## config.mk

```make
export PLATFORM = sky130hd
export DESIGN_NAME = page_bitmap_allocator_top
export DESIGN_NICKNAME = d
export VERILOG_FILES = /design/src/design/pba_pkg.sv /design/src/design/page_bitmap_allocator_top.sv /design/src/design/pba_msb.sv
export SDC_FILE = /design/constraint.sdc
export NUM_CORES = 1
export LEC_CHECK = 0
export ABC_AREA = 1
export BUFFER_PORTS_ARGS = -buffer_cell sky130_fd_sc_hd__buf_2
export CAP_MARGIN = 20
export CORE_MARGIN = 10
export CORE_UTILIZATION = 55
export CTS_CLUSTER_SIZE = 8
export DETAILED_ROUTE_END_ITERATION = 7
export PLACE_DENSITY = 0.71
export SKIP_LAST_GASP = 1
export SLEW_MARGIN = 20
export SYNTH_ARGS = -nofsm -noshare
export SYNTH_HDL_FRONTEND = slang
export SYNTH_HIERARCHICAL = 1
export SYNTH_SLANG_ARGS = --single-unit
```

## constraint.sdc

```tcl
create_clock -name clk -period 5.45 [get_ports clk]
set_input_delay 0 -clock clk [delete_from_list [all_inputs] [get_ports clk]]
set_output_delay 0 -clock clk [all_outputs]
set_load 0.01 [all_outputs]
```

## src/design/pba_pkg.sv

```systemverilog
// Shared types, constants and helper functions for the page bitmap allocator.
package pba_pkg;

  localparam int PAGE_COUNT = 512;
  localparam int WORD_BITS = 32;
  localparam int NUM_WORDS = (PAGE_COUNT + WORD_BITS - 1) / WORD_BITS;
  localparam int WADDR_W   = $clog2(NUM_WORDS);
  localparam int BIT_W     = $clog2(WORD_BITS);
  localparam int PAGE_W    = 9;
  localparam int RES_W     = 10;

  localparam logic [1:0] OP_ALLOC = 2'd0;
  localparam logic [1:0] OP_FREE  = 2'd1;
  localparam logic [1:0] OP_INIT  = 2'd2;

  localparam logic [1:0] ST_OK        = 2'd0;
  localparam logic [1:0] ST_NONE_FREE = 2'd1;
  localparam logic [1:0] ST_RANGE     = 2'd2;

  typedef struct packed {
    logic [1:0]        operation;
    logic [PAGE_W-1:0] page_number;
  } req_t;

  typedef struct packed {
    logic [PAGE_W-1:0] page_number_out;
    logic [1:0]        status;
  } rsp_t;

  // Free bits of word w for pages in [lo, PAGE_COUNT).
  function automatic logic [WORD_BITS-1:0] span_mask(logic [WADDR_W-1:0] w,
                                                     logic [RES_W-1:0] lo);
    logic [WORD_BITS-1:0] m;
    int page;
    m = '0;
    for (int b = 0; b < WORD_BITS; b++) begin
      page = int'(w) * WORD_BITS + b;
      m[b] = (page >= int'(lo)) && (page < PAGE_COUNT);
    end
    return m;
  endfunction

endpackage

```

## src/design/page_bitmap_allocator_top.sv

```systemverilog
// Top level of the page bitmap allocator with its bitmap memory and sequencer.
//
// Requests arrive on req with req_valid; a request is taken at a clock edge
// where req_valid is high and req_stall is low. Each request yields exactly
// one response on rsp with rsp_valid, taken when rsp_stall is low.
// The block works on one request at a time; the bitmap is a 16 x 32 memory
// with a registered read port, read and written back by the sequencer.
// Allocate scans one word per cycle from word 0. Reinitialize makes one memory
// write per word. The next request is taken in the cycle after the response
// is loaded. A stalled response does not hold off the next request; that
// request is worked and then waits until the output register frees, and only
// after that is a further request taken. reserved_pages is written through
// cfg_we and cfg_data; the user is to write it only while idle, which the
// block itself does not enforce. It is used by reinitialize only. Reset clears
// reserved_pages to zero and marks every page free at once through per-word
// valid bits, with no clearing pass.
module page_bitmap_allocator_top (
  input  logic                    clk,
  input  logic                    rst,
  input  logic                    req_valid,
  output logic                    req_stall,
  input  pba_pkg::req_t           req,
  output logic                    rsp_valid,
  input  logic                    rsp_stall,
  output pba_pkg::rsp_t           rsp,
  input  logic                    cfg_we,
  input  logic [pba_pkg::RES_W-1:0] cfg_data
);
  import pba_pkg::*;

  typedef enum logic [4:0] {
    S_IDLE = 5'b00001,
    S_SCAN = 5'b00010,
    S_FREE = 5'b00100,
    S_INIT = 5'b01000,
    S_DONE = 5'b10000
  } state_t;

  state_t state, state_next;

  logic [WORD_BITS-1:0] mem [NUM_WORDS];
  logic [NUM_WORDS-1:0] word_valid;

  logic                 mem_re;
  logic [WADDR_W-1:0]   mem_raddr;
  logic                 mem_we;
  logic [WADDR_W-1:0]   mem_waddr;
  logic [WORD_BITS-1:0] mem_wdata;

  logic [WORD_BITS-1:0] rd_data;
  logic                 rd_vld;
  logic [WADDR_W-1:0]   rd_idx;
  logic [WORD_BITS-1:0] word;
  logic [BIT_W-1:0]     msb_idx;

  logic [RES_W-1:0]     reserved_pages;
  logic [PAGE_W-1:0]    free_page;
  logic [WADDR_W-1:0]   sweep_idx, sweep_idx_next;
  rsp_t                 res, res_next;
  logic                 accept;
  logic                 load_rsp;

  assign accept    = req_valid && !req_stall;
  assign req_stall = (state != S_IDLE);
  assign load_rsp  = (state == S_DONE) && (!rsp_valid || !rsp_stall);

  assign word = rd_vld ? rd_data : span_mask(rd_idx, '0);

  pba_msb u_msb (
    .word (word),
    .idx  (msb_idx)
  );

  always_comb begin
    state_next     = state;
    res_next       = res;
    sweep_idx_next = sweep_idx;
    mem_re         = 1'b0;
    mem_raddr      = '0;
    mem_we         = 1'b0;
    mem_waddr      = rd_idx;
    mem_wdata      = word;
    case (state)
      S_IDLE: begin
        if (accept) begin
          res_next = '{page_number_out: '0, status: ST_OK};
          case (req.operation)
            OP_ALLOC: begin
              mem_re     = 1'b1;
              mem_raddr  = '0;
              state_next = S_SCAN;
            end
            OP_FREE: begin
              if (int'(req.page_number) >= PAGE_COUNT) begin
                res_next.status = ST_RANGE;
                state_next      = S_DONE;
              end else begin
                mem_re     = 1'b1;
                mem_raddr  = req.page_number[BIT_W +: WADDR_W];
                state_next = S_FREE;
              end
            end
            OP_INIT: begin
              sweep_idx_next = '0;
              state_next     = S_INIT;
            end
            default: begin
              state_next = S_DONE;
            end
          endcase
        end
      end
      S_SCAN: begin
        if (word != '0) begin
          mem_we    = 1'b1;
          mem_waddr = rd_idx;
          mem_wdata = word & ~(WORD_BITS'(1) << msb_idx);
          res_next  = '{page_number_out: PAGE_W'({rd_idx, msb_idx}), status: ST_OK};
          state_next = S_DONE;
        end else if (rd_idx == WADDR_W'(NUM_WORDS - 1)) begin
          res_next.status = ST_NONE_FREE;
          state_next      = S_DONE;
        end else begin
          mem_re    = 1'b1;
          mem_raddr = rd_idx + WADDR_W'(1);
        end
      end
      S_FREE: begin
        mem_we     = 1'b1;
        mem_waddr  = rd_idx;
        mem_wdata  = word | (WORD_BITS'(1) << free_page[BIT_W-1:0]);
        state_next = S_DONE;
      end
      S_INIT: begin
        mem_we         = 1'b1;
        mem_waddr      = sweep_idx;
        mem_wdata      = span_mask(sweep_idx, reserved_pages);
        sweep_idx_next = sweep_idx + WADDR_W'(1);
        if (sweep_idx == WADDR_W'(NUM_WORDS - 1)) begin
          state_next = S_DONE;
        end
      end
      S_DONE: begin
        if (load_rsp) begin
          state_next = S_IDLE;
        end
      end
      default: begin
        state_next = S_IDLE;
      end
    endcase
  end

  always_ff @(posedge clk) begin
    if (mem_we) begin
      mem[mem_waddr] <= mem_wdata;
    end
    if (mem_re) begin
      rd_data <= mem[mem_raddr];
      rd_vld  <= word_valid[mem_raddr] || (mem_we && mem_waddr == mem_raddr);
      rd_idx  <= mem_raddr;
    end
  end

  always_ff @(posedge clk) begin
    if (rst) begin
      word_valid <= '0;
    end else if (mem_we) begin
      word_valid[mem_waddr] <= 1'b1;
    end
  end

  always_ff @(posedge clk) begin
    if (rst) begin
      state          <= S_IDLE;
      reserved_pages <= '0;
      rsp_valid      <= 1'b0;
      sweep_idx      <= '0;
    end else begin
      state     <= state_next;
      sweep_idx <= sweep_idx_next;
      if (cfg_we) begin
        reserved_pages <= cfg_data;
      end
      if (load_rsp) begin
        rsp_valid <= 1'b1;
      end else if (rsp_valid && !rsp_stall) begin
        rsp_valid <= 1'b0;
      end
    end
  end

  always_ff @(posedge clk) begin
    res <= res_next;
    if (accept) begin
      free_page <= req.page_number;
    end
    if (load_rsp) begin
      rsp <= res;
    end
  end

endmodule

```

## src/design/pba_msb.sv

```systemverilog
// Priority encoder that returns the index of the highest set bit of a bitmap word.
module pba_msb (
  input  logic [pba_pkg::WORD_BITS-1:0] word,
  output logic [pba_pkg::BIT_W-1:0]     idx
);
  import pba_pkg::*;

  always_comb begin
    idx = '0;
    for (int b = 0; b < WORD_BITS; b++) begin
      if (word[b]) begin
        idx = BIT_W'(b);
      end
    end
  end

endmodule
```

## Yosys cells after proc, flatten, opt, wreduce, memory -nomap -nowiden

Memory sizes are Yosys's and may differ from the RTL's. A register that Yosys moved wholly into a read port is not among the register bits.
Index checks and enable logic that the tools add are counted.

- $add $sub $neg: 64
- Magnitude comparators: 131
- Equal/unequal tests: 17
- Shifts and indexed selects: 2
- Multiplexer cells: 70
- Bitwise operators: 4
- Reduce and logical (&&, ||, !) cells: 85

Operator list:

| operator | number |
|---|---|
| 10-bit less-than comparator, second input constant | 62 |
| 9-bit by 5-bit adder with 10-bit output, second input constant | 32 |
| 10-bit by 1-bit greater-or-equal comparator with 1-bit output, second input constant | 31 |
| 10-bit greater-or-equal comparator | 31 |
| 9-bit by 4-bit adder with 10-bit output, second input constant | 16 |
| 5-bit 2-to-1 mux | 21 |
| 32-bit one-hot mux with 3 select lines | 1 |
| 9-bit by 3-bit adder with 10-bit output, second input constant | 8 |
| 1-bit logical AND | 69 |
| 32-bit 2-to-1 mux | 2 |
| 1-bit by 5-bit << shifter with 32-bit output, first input constant | 2 |
| 4-bit 2-to-1 mux | 15 |
| 9-bit by 2-bit adder with 10-bit output, second input constant | 4 |
| 32-bit bitwise AND | 1 |
| 32-bit NOT | 1 |
| 32-bit bitwise OR | 1 |
| 32-bit nonzero test | 1 |
| 5-bit one-hot mux with 5 select lines | 1 |
| 11-bit one-hot mux with 2 select lines | 1 |
| 9-bit by 1-bit adder with 10-bit output, second input constant | 2 |
| 9-bit by 10-bit less-than comparator with 1-bit output, second input constant | 2 |
| 16-bit bitwise OR | 1 |
| 4-bit one-hot mux with 2 select lines | 2 |
| 5-bit one-hot mux with 3 select lines | 1 |
| other kinds (33) | 65 |

- Flip-flop bits (word level): 68
- Memory bits (writable): 512
- Bits of input ports: 26
- Output and inout bits: 13
- Word-level logic and storage cells: 386
- Memories kept: 1

Memories:

| name | depth | width | rd ports | clocked after Yosys merged registers in | wr ports | line | source |
|---|---|---|---|---|---|---|---|
| mem | 16 | 32 | 1 | 1 | 1 | page_bitmap_allocator_top.sv:41 | `logic [WORD_BITS-1:0] mem [NUM_WORDS];` |

## Logic depth before layout (Yosys ltp)

- Word-level depth: 40
- Gate-level depth with buffers: 43
- Depth with buffers taken out: 41

## Hierarchy

Netlist, hierarchy kept.

Modules (own cells, without submodules):

| module | instances | cells each | area an instance (sq um) | sequential area each (sq um) |
|---|---|---|---|---|
| page_bitmap_allocator_top | 1 | 2,741 | 27,741.6 | 17,957.2 |
| pba_msb | 1 | 100 | 407.9 | 0.0 |

## Least setup slack after synthesis

OpenSTA, ideal clock, no wires.

- Path kind: register to register
- Start: register rd_vld
- End: memory mem[0][18] (data pin)
- Setup time: 0.330 ns
- Arrival time: 3.531 ns
- Data required time: 5.120 ns
- Setup slack: 1.588 ns
- Stages on the path, launching flop included: 42
- Path buffers: 3
- Period minus slack after synthesis: 3.862 ns
- Path through: edfxtp_1 buf_4 inv_2 buf_4 clkbuf_1 nor2_1 inv_1 nand2_1 nand2_1 nand2_1 nand2_1 nand2_1 nand2_1 nand2_1 nand2_1 nand2_1 nand2_1 nand2_1 (+6 left out) nand2_1 nand2_1 nand2_1 nand2_1 nand2_1 nand2_1 nand2_1 nand2_1 nand2_1 nand2_1 nand2_1 nand2_1 nand2_1 nor2_1 nand3_1 nor2_1 o221a_2 o21ai_0

- Cells in the longest elaborated chain, start to end: 37
- Elaborated cells on any way between the ends: 39
- Those cells by class: shift (1); mux (34); bitwise (3); reduce/logical (1)

Ends and longest elaborated chain:

| element | line | source |
|---|---|---|
| from (decl) | page_bitmap_allocator_top.sv:51 | `logic rd_vld;` |
| from (signal assigned) | page_bitmap_allocator_top.sv:160 | `rd_vld <= word_valid[mem_raddr] \|\| (mem_we && mem_waddr == mem_raddr);` |
| 32-bit 2-to-1 mux | page_bitmap_allocator_top.sv:67 | `assign word = rd_vld ? rd_data : span_mask(rd_idx, '0);` |
| net word[1] | page_bitmap_allocator_top.sv:53 | `logic [WORD_BITS-1:0] word;` |
| 1-bit 2-to-1 mux | pba_msb.sv:11 | `if (word[b]) begin` |
| 2-bit 2-to-1 mux (2 in series) | pba_msb.sv:11 |  |
| 3-bit 2-to-1 mux (4 in series) | pba_msb.sv:11 |  |
| 4-bit 2-to-1 mux (8 in series) | pba_msb.sv:11 |  |
| 5-bit 2-to-1 mux (16 in series) | pba_msb.sv:11 |  |
| net msb_idx[0] | page_bitmap_allocator_top.sv:54 | `logic [BIT_W-1:0] msb_idx;` |
| 1-bit by 5-bit << shifter with 32-bit output | page_bitmap_allocator_top.sv:117 | `mem_wdata = word & ~(WORD_BITS'(1) << msb_idx);` |
| 32-bit NOT | page_bitmap_allocator_top.sv:117 |  |
| 32-bit bitwise AND | page_bitmap_allocator_top.sv:117 |  |
| 32-bit 2-to-1 mux | page_bitmap_allocator_top.sv:114 | `if (word != '0) begin` |
| 32-bit one-hot mux with 3 select lines | page_bitmap_allocator_top.sv:83 | `case (state)` |
| net mem_wdata[18] | page_bitmap_allocator_top.sv:48 | `logic [WORD_BITS-1:0] mem_wdata;` |
| to (decl) | page_bitmap_allocator_top.sv:41 |  |

The timed path passes the listed nets, and every way through them passes these cells.

## Worst setup path after layout

- Start: register rd_vld
- End: memory mem[10][16] (data pin)

- Elaborated cells on any way between the ends: 39
- Those cells by class: shift (1); mux (34); bitwise (3); reduce/logical (1)

RTL lines:

| element | line |
|---|---|
| 32-bit 2-to-1 mux | page_bitmap_allocator_top.sv:67 |
| net word[2] | page_bitmap_allocator_top.sv:53 |
| 2-bit 2-to-1 mux (2 in series) | pba_msb.sv:11 |
| 3-bit 2-to-1 mux (4 in series) | pba_msb.sv:11 |
| 4-bit 2-to-1 mux (8 in series) | pba_msb.sv:11 |
| 5-bit 2-to-1 mux (16 in series) | pba_msb.sv:11 |
| net msb_idx[0] | page_bitmap_allocator_top.sv:54 |
| 1-bit by 5-bit << shifter with 32-bit output | page_bitmap_allocator_top.sv:117 |
| 32-bit NOT | page_bitmap_allocator_top.sv:117 |
| 32-bit bitwise AND | page_bitmap_allocator_top.sv:117 |
| 32-bit 2-to-1 mux | page_bitmap_allocator_top.sv:114 |
| 32-bit one-hot mux with 3 select lines | page_bitmap_allocator_top.sv:83 |
| net mem_wdata[16] | page_bitmap_allocator_top.sv:48 |

The timed path passes the listed nets, and every way through them passes these cells.

==> metrics <==
status finished clean; proportion of synthesized area in mux cells 0; TritonCTS Buffers between 80 and 90; capture point of the critical path mem[10][16]; Synth Register Bits 610; Synth-to-Final Area Change 13.66%; RR Endpoint mem[10][16]; portion of the post-synthesis area used by sequential elements 0.6379; Post-Syn Nets 2874; count of input and output buffers 37; synthesized-area fraction occupied by ao, oa, aoi and oai cells 0.04996; maximum net fanout on the critical path 22; cell family with most CP delay simple AND/OR/NAND/NOR gates; data required time of the critical path 5590 ps; floorplan die area 60630 µm²; hold crit path type in -> reg; slack of the worst reg-to-reg path between 600 and 700 ps; clock insertion delay at the later pin of the skew report 630 ps; measured slew at the worst slew-check pin 1142 ps; gr usage total 0.2815; most numerous cell in the Yosys netlist sky130_fd_sc_hd__nand2_1; achievable clock frequency around 210 MHz; number of setup violations in the final report 0; H-tree levels 3; die extent in x 246.2 µm; startpoint of the most critical setup path rd_vld; residual antenna-violating net count after detailed routing 0; Lkg Pwr 0.01283 µW; ratio of final minimum period to clock period 0.8736; Buf+Inv Stages, Crit Path 3; count of fill cells added during filler insertion 3941; minimum clock period after layout 4761 ps; proportion of layout cells with a drive suffix above 1 0.08983; parity-gate share of the synthesized area counting xor and xnor cells 0.0006223; source of the worst register-to-register timing path rd_vld; floorplan core area 50380 µm²; syn avg cell area between 9 and 10 µm²; vias in the first global route between 20000 and 25000; placement-stage cell area 29210 µm²; startpoint-to-endpoint class of the critical path reg -> reg; top-level port count 39; number of endpoints with negative hold slack in the final report 0; cell types with the highest counts after synthesis 602 x sky130_fd_sc_hd__nand2_1, 574 x sky130_fd_sc_hd__edfxtp_1, 526 x sky130_fd_sc_hd__inv_1; simple-gate share of the synthesized area 0.2104; Final Skew 32.16 ps; element type at the critical path end flop; number of cells on the critical path 40; P per Cell Area 381.6 nW/µm²; DP HPWL 50190 µm; synthesized netlist cell count 2841; chip height 246.2 µm; proportion of synthesized flip-flops having asynchronous set or reset 0; gr ovfl total 0; netlist area before placement 28150 µm²; Root Driver sky130_fd_sc_hd__clkbuf_16; worst-case headroom to the max-slew limit 0.2380; dominant cell type by area after synthesis sky130_fd_sc_hd__edfxtp_1; Design Area, Final 32000 µm²; starting density of the core 0.5588; sequential cell area 17960 µm²; Unique masters post-synth 46; pin count of the biggest net entering global routing 153; count of max-cap constraint violations 0; Critical Path Most Common Cell sky130_fd_sc_hd__nand2_1; data arrival time of the worst path 4910 ps; Yosys Warn Count 6; setup total negative slack 0 ps; clock tree from TritonCTS done; unrepaired setup endpoints after global routing no; fraction of synthesized cell area taken by the top area cell type 0.6123; r2r worst-path depth 40; Total Wirelength 85620 µm; largest family of logic cells by synthesized area simple AND/OR/NAND/NOR gates; Post-Synth Adder-Cell Area 0.003111; clk sinks slightly above 600; detailed router's first-iteration violation count 2446; Clock transition at path regs 50 ps; biggest area contributors in the synthesized netlist sky130_fd_sc_hd__edfxtp_1 61%, sky130_fd_sc_hd__nand2_1 8.0%, sky130_fd_sc_hd__nand3_1 8.0%; number of buffers added for setup after CTS 0; Critical-path top delay cell sky130_fd_sc_hd__o2111ai_1; drc violations 0; Max VDD drop 332.5 µV; number of antenna violations at the first check in global routing 0; final RePlAce weighted congestion 1.030; via total after detailed routing between 20000 and 25000; flip-flop cell with the highest count after synthesis sky130_fd_sc_hd__edfxtp_1; largest incremental delay on the critical path about 560 ps; final number of max-transition violations 0; diodes inserted 0; Clock Tree Buf Depth 3; startpoint class of the critical path flop; floorplan row count 82; number of flops mapped to enable cells by yosys 574; first-pass GRT wire length 126300 µm; mean routed wirelength per cell 23.64 µm; total area of multi-input combinational cells 7621 µm²; Via density 5.792; layout net count 2963; total iterations of the first detailed-routing run 6
sequential cells by signal, summed over array words and instances (netlist names):
| signal | cells |
|---|---|
| rd_data | 32 |
| rsp_valid | 1 |
| res | 10 |
| state | 5 |
| reserved_pages | 10 |
| rsp | 10 |
| word_valid | 16 |
| rd_vld | 1 |
| rd_idx | 4 |
| sweep_idx | 4 |
| mem | 512 |
| free_page | 5 |
cell usage in the layout (no fill, tap or decap), types with 13 or more instances in the layout:
cell / netlist / layout
sky130_fd_sc_hd__o21ai_0: 72 / 72
sky130_fd_sc_hd__nor2_4: 0 / 16
sky130_fd_sc_hd__clkbuf_16: 0 / 91
sky130_fd_sc_hd__clkbuf_1: 62 / 13
sky130_fd_sc_hd__nand3b_1: 68 / 68
sky130_fd_sc_hd__inv_1: 526 / 526
sky130_fd_sc_hd__nor2_1: 146 / 130
sky130_fd_sc_hd__nor3_1: 14 / 14
sky130_fd_sc_hd__nand3_1: 451 / 451
sky130_fd_sc_hd__edfxtp_1: 574 / 574
sky130_fd_sc_hd__a21oi_1: 30 / 30
sky130_fd_sc_hd__inv_2: 14 / 13
sky130_fd_sc_hd__dlygate4sd3_1: 0 / 34
sky130_fd_sc_hd__o211ai_1: 73 / 73
sky130_fd_sc_hd__o21a_1: 14 / 14
sky130_fd_sc_hd__buf_4: 23 / 56
sky130_fd_sc_hd__dfxtp_1: 36 / 36
sky130_fd_sc_hd__nand2_1: 602 / 600
sky130_fd_sc_hd__buf_2: 50 / 38
worst register-to-register path: cells and delay by family (launching register included):
family          cells  cell delay (ps)
simple gates       34             2390
flops               1              410
compound gates      3              840
buf+inv             3              660
worst min-delay path by stage:
| stage | cells past startpoint | slack (ps) | to | start |
|---|---|---|---|---|
| after floorplan | 0 | 100 | free_page[0] | req[0] |
| after global placement | 1 | 180 | free_page[3] | req[3] |
| after detailed placement | 1 | 180 | free_page[1] | req[1] |
| after CTS | 2 | 70 | free_page[3] | req[3] |
| after global routing | 2 | 120 | free_page[2] | req[2] |
| final | 2 | 110 | free_page[3] | req[3] |
metrics by stage:
| step | setup slack [ps] | total power (µW) | utilization | hold WS, ps | instances |
|---|---|---|---|---|---|
| finish | 689.1 | 12210 | 0.6351 | 105.1 | 3622 |
| global placement | 794.5 | 7405 | 0.5795 | 179.1 | 3472 |
| floorplan | 1588 | 6824 | - | 98.87 | 2841 |
| global route | 249.0 | 12630 | 0.6351 | 115.8 | 3622 |
| detailed placement | 857.9 | 7447 | 0.5798 | 179.9 | 3473 |
| CTS | 860.5 | 12210 | 0.6335 | 68.60 | 3615 |
final cells by class:
type,instances,share of cell area
Timing Repair Buffer,140,0.03566
Clock buffer,104,0.07270
Sequential cell,610,0.5612
Clock inverter,4,0.001330
Inverter,545,0.06460
Tap cell,672,0.02628
Multi-Input combinational cell,1547,0.2382
where the power goes:
group          switching, µW  total [µW]  internal, µW
Sequential               115        5800          5680
Combinational           1260        1650           393
Clock                   1830        4760          2940
kinds of logic (layout without fill, tap and decap cells):
kind of cell,Yosys count,after routing
buffers and inverters,684,793
other,1,1
AO/OA/AOI/OAI,219,219
adder cells (fa/ha/maj),7,7
AND/OR/NAND/NOR,1318,1318
XOR/XNOR,2,2
flip-flops,610,610
metal layers:
layer | routed length [µm] | GRT usage | share of wire
met5 | 0 | 0 | 0
met4 | 3975 | 0.1372 | 0.046
met1 | 34140 | 0.3765 | 0.40
met2 | 39120 | 0.4376 | 0.46
met3 | 8390 | 0.05194 | 0.098
repair_timing:
action | 4_1_cts | 5_1_grt
hold buffers | 34 | 0
endpoints found under the hold margin | 44 | 0
resized for setup | 0 | 0
No activity file was read; power rests on OpenSTA's default activity.
